==> src/rtl/ahc_pkg.sv <==
package ahc_pkg;

  localparam int HEADER_LENGTH = 36;
  localparam int IDX_W         = $clog2(HEADER_LENGTH);

  localparam int CFG_IDX_W = 2;
  localparam int CFG_W     = 32;

  // header byte positions
  localparam int START_OFS = 0;
  localparam int REC_OFS   = 4;
  localparam int MAJOR_OFS = 6;
  localparam int MINOR_OFS = 10;
  localparam int SEQ_OFS   = 14;
  localparam int SEQ_LEN   = 6;
  localparam int ID_OFS    = 20;
  localparam int ID_LEN    = 8;
  localparam int RSV_OFS   = 28;
  localparam int END_OFS   = 32;
  localparam int WORD_LEN  = 4;

  localparam int STATUS_W   = 2;
  localparam int SEQ_W      = 8 * SEQ_LEN;
  localparam int ID_W       = 8 * ID_LEN;
  localparam int OUT_W      = STATUS_W + 1 + SEQ_W + ID_W;
  localparam int OUT_TDATA_W = ((OUT_W + 7) / 8) * 8;

  typedef enum logic [CFG_IDX_W-1:0] {
    REG_START_MAGIC = 2'd0,
    REG_END_MAGIC   = 2'd1,
    REG_MAJOR       = 2'd2,
    REG_MINOR       = 2'd3
  } cfg_reg_t;

  typedef enum logic [STATUS_W-1:0] {
    ST_VALID       = 2'd0,
    ST_BAD_MAGIC   = 2'd1,
    ST_BAD_VERSION = 2'd2,
    ST_RSV_NONZERO = 2'd3
  } status_t;

  typedef struct packed {
    logic [CFG_W-1:0] start_magic;
    logic [CFG_W-1:0] end_magic;
    logic [CFG_W-1:0] major_expected;
    logic [CFG_W-1:0] minor_expected;
  } cfg_t;

  typedef struct packed {
    logic [31:0]      start_word;
    logic             rec_nz;
    logic [31:0]      major_word;
    logic [31:0]      minor_word;
    logic [SEQ_W-1:0] seq;
    logic [ID_W-1:0]  id;
    logic [31:0]      rsv_word;
    logic [31:0]      end_word;
  } hdr_t;

endpackage

==> src/rtl/ahc_capture.sv <==
module ahc_capture
  import ahc_pkg::*;
(
  input  logic       clk,
  input  logic       rst,
  input  logic       s_tvalid,
  output logic       s_tready,
  input  logic [7:0] data_byte,
  input  logic       first,
  input  logic       snap_take,
  output logic       snap_valid,
  output hdr_t       snap
);

  logic [IDX_W-1:0] byte_index;
  logic             in_header;
  hdr_t             fields;
  hdr_t             fields_next;
  logic [IDX_W-1:0] idx;
  logic             act;
  logic             acc;
  logic             done;

  // drop the byte into whichever word covers its position
  function automatic hdr_t put_byte(hdr_t h, logic [IDX_W-1:0] pos, logic [7:0] b);
    hdr_t             r;
    logic [IDX_W-1:0] rel;
    r = h;
    if (pos < IDX_W'(START_OFS + WORD_LEN)) begin
      rel = pos - IDX_W'(START_OFS);
      r.start_word[rel[1:0]*8 +: 8] = b;
    end
    if (pos == IDX_W'(REC_OFS)) r.rec_nz = (b != 8'd0);
    if (pos >= IDX_W'(MAJOR_OFS) && pos < IDX_W'(MAJOR_OFS + WORD_LEN)) begin
      rel = pos - IDX_W'(MAJOR_OFS);
      r.major_word[rel[1:0]*8 +: 8] = b;
    end
    if (pos >= IDX_W'(MINOR_OFS) && pos < IDX_W'(MINOR_OFS + WORD_LEN)) begin
      rel = pos - IDX_W'(MINOR_OFS);
      r.minor_word[rel[1:0]*8 +: 8] = b;
    end
    if (pos >= IDX_W'(SEQ_OFS) && pos < IDX_W'(SEQ_OFS + SEQ_LEN)) begin
      rel = pos - IDX_W'(SEQ_OFS);
      r.seq[rel[2:0]*8 +: 8] = b;
    end
    if (pos >= IDX_W'(ID_OFS) && pos < IDX_W'(ID_OFS + ID_LEN)) begin
      rel = pos - IDX_W'(ID_OFS);
      r.id[rel[2:0]*8 +: 8] = b;
    end
    if (pos >= IDX_W'(RSV_OFS) && pos < IDX_W'(RSV_OFS + WORD_LEN)) begin
      rel = pos - IDX_W'(RSV_OFS);
      r.rsv_word[rel[1:0]*8 +: 8] = b;
    end
    if (pos >= IDX_W'(END_OFS) && pos < IDX_W'(END_OFS + WORD_LEN)) begin
      rel = pos - IDX_W'(END_OFS);
      r.end_word[rel[1:0]*8 +: 8] = b;
    end
    return r;
  endfunction

  assign s_tready    = !snap_valid || snap_take;
  assign acc         = s_tvalid && s_tready;
  assign act         = first || in_header;
  assign idx         = first ? '0 : byte_index;
  assign done        = act && (idx == IDX_W'(HEADER_LENGTH - 1));
  assign fields_next = put_byte(fields, idx, data_byte);

  always_ff @(posedge clk) begin
    if (rst) begin
      byte_index <= '0;
      in_header  <= 1'b0;
    end else if (acc && act) begin
      if (done) begin
        byte_index <= '0;
        in_header  <= 1'b0;
      end else begin
        byte_index <= idx + 1'b1;
        in_header  <= 1'b1;
      end
    end
  end

  // field words and the snapshot handed to the check stage
  always_ff @(posedge clk) begin
    if (acc && act) fields <= fields_next;
    if (acc && done) snap <= fields_next;
  end

  always_ff @(posedge clk) begin
    if (rst) begin
      snap_valid <= 1'b0;
    end else if (acc && done) begin
      snap_valid <= 1'b1;
    end else if (snap_take) begin
      snap_valid <= 1'b0;
    end
  end

endmodule

==> config.mk <==
export PLATFORM = sky130hd
export DESIGN_NAME = ahc_capture
export DESIGN_NICKNAME = d
export VERILOG_FILES = /design/src/rtl/ahc_pkg.sv /design/src/rtl/ahc_capture.sv
export SDC_FILE = /design/constraint.sdc
export NUM_CORES = 1
export LEC_CHECK = 0
export ABC_AREA = 1
export ABC_CLOCK_PERIOD_IN_PS = 19900
export BUFFER_PORTS_ARGS = -buffer_cell sky130_fd_sc_hd__buf_2
export CAP_MARGIN = 20
export CORE_ASPECT_RATIO = 1.75
export CORE_MARGIN = 2
export CORE_UTILIZATION = 60
export CTS_CLUSTER_SIZE = 16
export DETAILED_ROUTE_END_ITERATION = 10
export GPL_TIMING_DRIVEN = 0
export PLACE_DENSITY = 0.82
export SETUP_SLACK_MARGIN = 0.5
export SLEW_MARGIN = 0
export SYNTH_ARGS = -nofsm -noshare
export SYNTH_HDL_FRONTEND = slang
export SYNTH_SLANG_ARGS = --single-unit
==> constraint.sdc <==
create_clock -name clk -period 19.9 [get_ports clk]
set_clock_uncertainty 0.15 [all_clocks]
set_input_delay 0.995 -clock clk [delete_from_list [all_inputs] [get_ports clk]]
set_output_delay 0.995 -clock clk [all_outputs]
set_load 0.1 [all_outputs]
Word-level counts from Yosys, hierarchy flattened
Index checks and enable logic that the tools add are counted.
- $add $sub $neg: 14
- $lt $le $gt $ge: 13
- equal/unequal tests: 2
- shift-type cells: 14
- multiplexer cells: 20
- reduce and logical (&&, ||, !) cells: 15
- operator list (cell ; number):
    negation 5 -> 34 bit ; 5
    variable shift 8 x 34 -> 32 bit (first input constant) ; 5
    variable part select 8 x 34 -> 32 bit ; 5
    bitwise mux 32 bit ; 5
    two-way mux 32 bit ; 5
    negation 6 -> 34 bit ; 2
    bitwise mux 64 bit ; 1
    two-way mux 64 bit ; 1
    variable shift 8 x 34 -> 64 bit (first input constant) ; 1
    variable part select 8 x 34 -> 64 bit ; 1
    bitwise mux 48 bit ; 1
    two-way mux 48 bit ; 1
    variable shift 8 x 34 -> 48 bit (first input constant) ; 1
    variable part select 8 x 34 -> 48 bit ; 1
    greater-or-equal comparator 6 x 4 -> 1 bit (second input constant) ; 2
    greater-or-equal comparator 6 x 5 -> 1 bit (second input constant) ; 2
    less-than comparator 6 x 4 -> 1 bit (second input constant) ; 2
    less-than comparator 6 x 5 -> 1 bit (second input constant) ; 2
    less-than comparator 6 bit (second input constant) ; 2
    two-way mux 6 bit ; 2
    logical AND 1 bit ; 10
    nonzero test 8 bit ; 1
    adder 6 x 1 -> 6 bit (second input constant) ; 1
    equality test 6 x 3 -> 1 bit (second input constant) ; 1
    other kinds (11) ; 18
- register bits: 554
- bits of input ports: 13
- output and inout port bits: 275
- logic and storage cells: 97

Depth between registers and ports, before layout
- word-level depth: 6
- gate-level depth with buffers: 13
- depth with buffers taken out: 12

Worst setup path before layout
No wires, ideal clock.
- kind: input -> register
- start: input port snap_take
- end: register snap[0] (netlist name) (enable)
- library setup time: 616 ps
- data arrival time: 13335 ps
- required time: 19134 ps
- path slack: 5800 ps
- stages on the path: 6
- buffers on the path: 0
- cell sequence: inv_1 > nand2_1 > nand3_1 > inv_1 > nand2_1 > inv_1
- longest elaborated chain between the ends: 3
- RTL lines (element ; RTL line ; text):
    from (decl) ; ahc_capture.sv:10 ; input logic snap_take,
    logical OR 1 bit ; ahc_capture.sv:61 ; assign s_tready = !snap_valid || snap_take;
    net s_tready ; ahc_capture.sv:7 ; output logic s_tready,
    logical AND 1 bit ; ahc_capture.sv:62 ; assign acc = s_tvalid && s_tready;
    logical AND 1 bit ; ahc_capture.sv:86 ; if (acc && done) snap <= fields_next;
    to (signal assigned) ; ahc_capture.sv:86 ;
    to (decl) ; ahc_capture.sv:12 ; output hdr_t snap
The timed path passes the listed nets, and every way through them passes these cells.
A chain may end at the register's enable or synchronous reset.

Worst setup path after layout
- start: input port first
- end: register snap[93] (netlist name) (enable)
- longest elaborated chain between the ends: 4
- elaborated cells between the ends (all ways): 5
- those cells by class: eq/ne (1); mux (1); reduce/logical (3)
- RTL lines (element ; RTL line ; text):
    from (decl) ; ahc_capture.sv:9 ; input logic first,
    two-way mux 6 bit ; ahc_capture.sv:64 ; assign idx = first ? '0 : byte_index;
    equality test 6 bit ; ahc_capture.sv:65 ; assign done = act && (idx == IDX_W'(HEADER_LENGTH - 1));
    logical AND 1 bit * ; ahc_capture.sv:65 ;
    logical AND 1 bit * ; ahc_capture.sv:86 ;
Every way passes the cells marked *; elsewhere a longest branch is shown, timed or not.

==> results by stage <==
Outcome:
- The flow ran to the end, and the final reports show no timing, DRC or antenna violations.

STA:
- The final max-slew violation count is 0.
- The worst slew slack as a fraction of its limit is roughly 50%.
- The count of final hold-check violations is 0.
- The worst path needs 4.31 ns of the cycle, external delays included.
- Setup repair after global routing left no endpoint under its margin.
- The worst-case setup margin in the final layout is roughly 16 ns.
- The total negative slack for setup checks is 0 ns.
- The actual transition at the worst max-transition pin is about 0.73 ns.
- Setup violations remaining at the end of the flow were counted as 0.
- Static timing analysis puts the maximum clock frequency at between 0.2 and 0.25 GHz.
- The period utilization is a little over a fifth.
- The final hold slack is roughly 0.34 ns.

Logic synthesis:
- The share of synthesized area occupied by flip-flops and latches is approximately 74%.
- The average footprint of a synthesized cell is 11.9 µm².
- The number of enable flip-flop cells after synthesis is ~550.
- In the synthesized netlist, the number of instances is 1863.
- The share of synthesized area spent on multiplexers is 0%.
- The number of warnings printed during yosys synthesis is 0.
- Synthesis inferred between 500 and 600 register bits.
- The simple logic cell fraction of the synthesized area is approximately 15%.
- The synthesized netlist devotes ~7.5% of its cell area to compound gates.
- Synthesis instantiated 30 different standard cells from the library.
- The synthesized netlist devotes 0% of its cell area to XOR and XNOR gates.
- The adder and majority gate portion of the synthesized area is less than 1%.
- The number of nets in the synthesized netlist is ~1900.
- After synthesis, the share of flip-flops with an asynchronous set or reset is 0%.
- The post-synthesis cell area is around 22000 µm².
- The main flop type after synthesis is sky130_fd_sc_hd__edfxtp_1.
- The combinational family with the most area after synthesis is simple AND/OR/NAND/NOR gates.

Clocking:
- The number of buffers added by the clock tree synthesis step is 46.
- Clock-pin slew was measured on the worst setup and hold paths at roughly 0.080 ns.
- The number of gates given a new drive strength after cts is 0.
- The later-pin clock latency in the skew report is about 0.58 ns.
- The clock tree synthesis step divided the H-tree into 2 levels.
- The number of buffers inserted for hold repair after clock tree synthesis is 0.
- The clock net sink count is roughly 550.
- Once the clock tree was built, the setup fixing pass inserted 0 buffers.
- TritonCTS built the clock tree.
- The maximum clock path buffer count is 3.
- The cell at the root of the clock tree is sky130_fd_sc_hd__clkbuf_16.

Die:
- The initial utilization of the core area, before any placement, comes to around three fifths.
- The die is between 100 and 150 µm wide.
- The count of pins on the block boundary is approximately 290.
- The row count is 93.
- The die span in y is around 260 µm.
- The standard cell core area is ~37000 µm².
- The area of the die is just under 40000 µm².

Placed design:
- The count of buffers inserted at the top-level ports is 286.
- At the end of routability-driven placement, the weighted congestion stood at 0.923.
- The wire-length estimate of the detail-placed layout is between 40000 and 50000 µm.
- The setup slack after placement is between 15 and 20 ns.

Finish:
- The final net count is roughly 2200.
- For this run, the share of the core covered by cells in the final layout is a little over two thirds.
- The fill cell instance count of the final layout is 2433.
- Of the cells placed in the final design, the portion with a size suffix greater than 1 is around 18%.
- The most common cell after layout, fill and taps aside is sky130_fd_sc_hd__nand2_1.
- The relative area change from synthesis to final layout is 16.3%.
- In the layout the commonest cells are sky130_fd_sc_hd__nand2_1, sky130_fd_sc_hd__edfxtp_1, sky130_fd_sc_hd__buf_2, sky130_fd_sc_hd__o21ai_0, sky130_fd_sc_hd__nor2_1.

Power:
- The internal portion of the total power is approximately 1.8 mW.
- The worst voltage drop across the vdd grid is between 0.06 and 0.07 mV.
- The share of total power dissipated in combinational logic is around 4.6%.
- The cell area power density is roughly 90 nW/µm².
- The share of total power dissipated in sequential elements is 57.0%.
- The design draws about 2.3 mW.
- Summed over all cells, the static leakage comes to just under 10 nW.
- Per report_power, the clock group accounts for 38.4% of the total.
- In this run the power spent charging and discharging nets is about 500 µW.
- Net switching is about 22% of the power.

Global routing:
- The number of global-route vias before repair is between 15000 and 20000.
- The first global-routing pass estimated ~90000 µm of wire.
- The total routing usage reported by global routing is a little under a third.
- The initial antenna violation count is 2.
- Summed over all layers, the global routing overflow is 0.
- The largest net degree at the start of global routing is between 100 and 150.

Routing:
- The via-per-instance ratio is 5.96.
- Dividing the detail-routed wire length by the instance count gives 22.1 µm.
- In the routed design, unresolved DRC markers number 0.
- The number of optimization iterations in the first detailed-route pass is 8.
- The count of nets left with antenna violations once routing finished came out at 0.
- The number of design-rule violations left by the first detailed-router iteration is 1869.
- The via total after detailed routing is about 16000.
- The total routed wirelength is 60100 µm.

Worst setup path:
- The critical path's slowest cell is sky130_fd_sc_hd__inv_8.
- The maximum net fanout on the critical path is roughly 100.
- The number of buffers and inverters on the critical path is 5.
- The number of stages on the worst setup path is 10.
- The required time reported for the critical path endpoint is 19.96 ns.
- The data arrival at the endpoint of the critical path is 4.37 ns.
- The worst setup path is of the primary input to flop kind.
- For this run, the slowest stage of the critical path takes around 0.51 ns.
- The sort of element at the end of the critical path is a flop.
- The signal on the critical path passes through buf_2 -> nor2_1 -> clkbuf_1 -> ha_1 -> clkbuf_1 -> nand3_1 -> nor2_1 -> nand2_1 -> inv_8 -> buf_16.
- The worst setup path is launched from a primary input.
- The number of cells on the worst reg-to-reg path is 10.
- The cell family with the largest share of critical-path delay is buffers and inverters.

Run:
- The tool flagged a number of max-cap violations equal to 0.

Hold path:
- The worst hold path stage count is 2.
- In this run the worst hold path is classified as flop to flop.
==> synthesized netlist by cell type, types with 5 or more instances <==
library cell                 n  area, µm²
sky130_fd_sc_hd__a21oi_1    34        170
sky130_fd_sc_hd__buf_2      16       80.1
sky130_fd_sc_hd__clkbuf_1   62        233
sky130_fd_sc_hd__clkinv_1    5       18.8
sky130_fd_sc_hd__dfxtp_1     8        160
sky130_fd_sc_hd__edfxtp_1  546      16400
sky130_fd_sc_hd__ha_1       10        125
sky130_fd_sc_hd__inv_1      53        199
sky130_fd_sc_hd__inv_2       6       22.5
sky130_fd_sc_hd__nand2_1   587       2200
sky130_fd_sc_hd__nand3_1    75        375
sky130_fd_sc_hd__nand4_1    12       75.1
sky130_fd_sc_hd__nor2_1    127        477
sky130_fd_sc_hd__nor3_1      8       40.0
sky130_fd_sc_hd__o21ai_0   272       1360
sky130_fd_sc_hd__o21ai_1    12       60.1
sky130_fd_sc_hd__o22ai_1     8       50.1
==> cell type report <==
type / instances / area [µm²] / share of cell area (%)
flip-flops and latches: 554 / 16600 / 64.0
repair buffers: 291 / 1550 / 5.98
clock inverters: 27 / 245 / 0.949
well taps: 475 / 594 / 2.30
multi-input cells: 1164 / 5110 / 19.8
inverters: 64 / 255 / 0.987
clock buffers: 56 / 1210 / 4.68
diodes: 1 / 2.50 / 0.00968
plain buffers: 81 / 332 / 1.28
==> cell families (layout without fill, tap and decap cells) <==
logic type / Yosys count / count (layout)
and+or+nand+nor: 825 / 825
DFF: 554 / 554
AOI/OAI and AO/OA: 329 / 329
buffers and inverters: 145 / 519
adders and majority gates: 10 / 10
other: 0 / 1
==> stage by stage <==
stage / cells / area, µm²
final: 2713 / 25800
after global routing: 2713 / 25800
after floorplan: 1863 / 22200
after global placement: 2624 / 24300
after CTS: 2712 / 25800
after detailed placement: 2629 / 24400
==> worst register-to-register path: stages, from the launching register on <==
cell	delay (ns)
sky130_fd_sc_hd__dfxtp_1	0.35
sky130_fd_sc_hd__inv_1	0.04
sky130_fd_sc_hd__nor2_1	0.48
sky130_fd_sc_hd__clkbuf_1	0.45
sky130_fd_sc_hd__ha_1	0.23
sky130_fd_sc_hd__clkbuf_1	0.38
sky130_fd_sc_hd__nand3_1	0.13
sky130_fd_sc_hd__nor2_1	0.26
sky130_fd_sc_hd__nand2_1	0.22
sky130_fd_sc_hd__inv_8	0.51
sky130_fd_sc_hd__buf_16	0.43
==> layer usage <==
layer / up-vias / wire [µm] / GRT usage, %
met1: 7661 / 19600 / 35.4
met4: 2 / 4280 / 19.6
met3: 234 / 4950 / 4.08
li1: 7230 / - / -
met2: 1029 / 31200 / 53.6
met5: - / 7 / 0
==> path summary, 6_finish.rpt <==
path / start / endpoint / slack, ns
hold reg to reg: in_header / in_header / 0.34
setup reg to reg: byte_index[0] / snap[93] / 15.77
hold / removal: in_header / in_header / 0.34
setup / recovery: first / snap[93] / 15.59
==> registers in the layout, indices dropped and copies added (netlist names) <==
signal      cells
snap_valid      1
byte_index      6
fields        273
in_header       1
snap          273
==> power groups by stage <==
stage	logic [mW]	clock network [mW]	registers, mW
final	0.108	0.897	1.33
after global routing	0.116	0.944	1.33
after CTS	0.105	0.898	1.33
after detailed placement	0.103	0	1.35
after global placement	0.0965	0	1.36
after floorplan	0.0643	0	1.36
(Power assumes the default switching activity.)
